<file path="config.mk">
export PLATFORM = sky130hd
export DESIGN_NAME = csc_ram
export DESIGN_NICKNAME = d
export VERILOG_FILES = /design/src/rtl/core/csc_ram.sv
export SDC_FILE = /design/constraint.sdc
export NUM_CORES = 1
export LEC_CHECK = 0
export BUFFER_PORTS_ARGS = -buffer_cell sky130_fd_sc_hd__buf_2
export CORE_ASPECT_RATIO = 0.7
export CORE_UTILIZATION = 25
export CTS_BUF_LIST = sky130_fd_sc_hd__clkbuf_16
export CTS_CLUSTER_DIAMETER = 30
export DETAILED_ROUTE_END_ITERATION = 10
export HOLD_SLACK_MARGIN = 0.06
export PLACE_DENSITY_LB_ADDON = 0.05
export SYNTH_ARGS = -nofsm -noshare
export SYNTH_HDL_FRONTEND = slang
export SYNTH_SLANG_ARGS = --single-unit
</file>
<file path="constraint.sdc">
create_clock -name clk -period 4.2 [get_ports clk]
set_input_delay 0.84 -clock clk [delete_from_list [all_inputs] [get_ports clk]]
set_output_delay 0.84 -clock clk [all_outputs]
set_load 0.02 [all_outputs]
</file>
<file path="src/rtl/core/csc_ram.sv">
// ----------------------------------------------------------------------------
// csc_ram
// Single write port, single read port counter store with registered read
// data. A write to the address being read in the same cycle is forwarded,
// so the read returns the freshly written value.
// ----------------------------------------------------------------------------
module csc_ram #(
    parameter  int DEPTH = 16,
    parameter  int WIDTH = 32,
    localparam int AW    = (DEPTH > 1) ? $clog2(DEPTH) : 1
) (
    input  logic             clk,
    input  logic             wr_en,
    input  logic [AW-1:0]    wr_addr,
    input  logic [WIDTH-1:0] wr_data,
    input  logic             rd_en,
    input  logic [AW-1:0]    rd_addr,
    output logic [WIDTH-1:0] rd_data
);

    logic [WIDTH-1:0] mem [DEPTH];
    logic [WIDTH-1:0] rd_data_reg;

    // write port
    always_ff @(posedge clk)
    begin
        if (wr_en)
        begin
            mem[wr_addr] <= wr_data;
        end
    end

    // read port with write-first forwarding
    always_ff @(posedge clk)
    begin
        if (rd_en)
        begin
            if (wr_en && (wr_addr == rd_addr))
            begin
                rd_data_reg <= wr_data;
            end
            else
            begin
                rd_data_reg <= mem[rd_addr];
            end
        end
    end

    assign rd_data = rd_data_reg;

endmodule

</file>
==> impl_metrics.toml <==
[sta]
drv_slew = 0
hold_viol_final = 0
finalSetupViolations = 0
finalSetupTns_ns = 0
clock_skew_ns = 0.02378
rsz0062_at_grt = "no"
layout_setup_ws_ns = 1.784
fin_crit_sh_pct = 57.52
worst_pin_slew_ns = 0.9497
max_freq_mhz = 413.9
min_period_ns = 2.416
relSlewSlack_pct = 36.69
timing.hold.ws_ns = 0.5767

[power_and_ir_drop]
irDropWorstVdd_mv = 0.3496
finalPower_mw = 16.40
p_leak_nw = 8.828
p_per_area_nw_per_um2 = 607.9

[cts]
cts-resized-gates = 0
cts_max_level = 3
clock_path_buffers = 3
clock_sinks = 544
cts_made_buffers = 115
clk_pin_slew_worst_paths_ns = 0.05
cts_setup_buffers = 0
ctsHoldBuffers = 0
tritoncts = "yes"
clkLatencyLatePin_ns = 0.66
cts.root.buffer_cell = "clkbuf_16"

[outcome]
status = "completed"

[floorplanning]
start_util_pct = 25.41
die_height_um = 242.0
die_x_um = 344.9
ioPinCount = 75
fp-row-count = 87
die_area_um2 = 83470
core-area_um2 = 80990

[synthesis]
syn_area_per_cell_um2 = 23.41
yosys_warnings = 0
synthTopCellsByArea = "edfxtp_1 79%, mux4_2 14%, a22oi_1 2.3%"
synth_top_area_share_pct = 79.39
synthCells = 879
synth_top_cells_by_count = "544 x edfxtp_1, 129 x mux4_2, 62 x a22oi_1"
synth_nets = 922
syn_area_um2 = 20580
ys_ff_latch = 544
yosysMostFrequentCell = "edfxtp_1"
async_flop_share_pct = 0
ys_seq_area_share_pct = 79.39
synth.distinct_cells = 20
synth-main-ff-cell = "edfxtp_1"
yosysTopAreaCell = "edfxtp_1"
synth_edf_count = 544

[critical_path]
cp_max_fo = 34
crit_required_ns = 4.59
cp.arrival_ns = 2.81
start_kind = "input port"
worstSetupPathType = "input port to register"
end_kind = "register"

[global_route]
grt_overflow_total = 0
antenna_found_initial = 1
grt_use_total_pct = 14.54
grt_pass1_vias = 10860
grt_max_degree = 46
grt_pass1_wl_mm = 84.40

[detailed_routing]
num_vias = 10030
drc = 0
wl_mm = 59.41
wl_per_cell_um = 26.56
drtIter0Drc = 726
routed_via_density = 4.485
drt_first_pass_iters = 4
ant_nets = 0

[place]
place_ws_ns = 1.075
place_congestion = 0.6661
hpwl_mm = 31.83
dpl_cell_area_um2 = 22840
port_buffers = 74
place_inst = 2019

[finish]
stdcell_count = 2237
fin_nets = 1111
utilization_pct = 33.31
fillCellCount = 7623
areaGrowthSynthToFinish_pct = 31.13
layout-drive-gt1-share_pct = 42.89
fin_area_um2 = 26980
largest_reg_flops = 512

[worst_hold_path]
hold_class = "input port to register"

[job]
maxCapViolCount = 0
## critical path, cell delays in order
cell     delay, ns
buf_8         0.31
buf_12        0.35
mux4_2        0.57
a22oi_1       0.33
nand2_1       0.08
mux2_2        0.26
## worst paths after layout
path                     from           to  slack (ns)  cells after the start
setup / recovery   rd_addr[0]   rd_data[1]        1.78                      6
hold / removal    wr_data[27]  mem[10][27]        0.58                      1
setup reg to reg   mem[4][30]  rd_data[30]        2.37                      3
hold reg to reg    mem[6][19]  rd_data[19]        0.87                      4
## layer usage
| metal | up-vias | share of wire (%) | wire [µm] | track usage, % |
|---|---|---|---|---|
| met5 | - | 0 | 0 | 0 |
| met2 | 224 | 44 | 26220 | 20.95 |
| li1 | 4220 | - | - | - |
| met1 | 5490 | 50 | 29610 | 21.76 |
| met4 | 0 | 2.3 | 1350 | 4.509 |
| met3 | 100 | 3.8 | 2228 | 2.982 |
## kinds of logic (layout without fill, tap and decap cells)
logic type	after synthesis	in the layout	share of synthesized area, %
buffers and inverters	48	337	1.015
muxes	161	161	15.87
and+or+nand+nor	60	60	1.289
other	0	1	0
xor gates and xnor gates	4	4	0.1703
AOI/OAI and AO/OA	62	62	2.262
DFF	544	544	79.39
## power by group
part	total [mW]	switching, mW	internal, mW
combinational	0.678	0.413	0.266
sequential	6.17	0.0377	6.14
clock	9.55	3.09	6.46
total	16.4	3.54	12.9
## layout by cell type, fill, tap and decap left out, drive strengths merged
cell / instances
inv: 23
mux4: 129
nor2b: 2
xnor2: 1
clkbuf: 116
nor2: 13
nor3: 4
clkinvlp: 17
and2: 1
nor4: 1
nand3b: 2
nand3: 1
clkinv: 38
a22oi: 62
nand2b: 2
mux2: 32
or3b: 1
buf: 120
xor2: 3
bufinv: 23
nand2: 33
edfxtp: 544
diode: 1
## layout make-up
type / count / area [µm²] / area share [%]
tap: 1068 / 1336 / 4.953
timing repair buffer: 120 / 994.7 / 3.687
sequential: 544 / 16340 / 60.55
clock buffer: 116 / 2903 / 10.76
antenna: 1 / 2.502 / 0.009275
clock inverter: 101 / 1235 / 4.577
multi-input combinational: 287 / 4174 / 15.47
No activity file was read; power rests on OpenSTA's default activity.
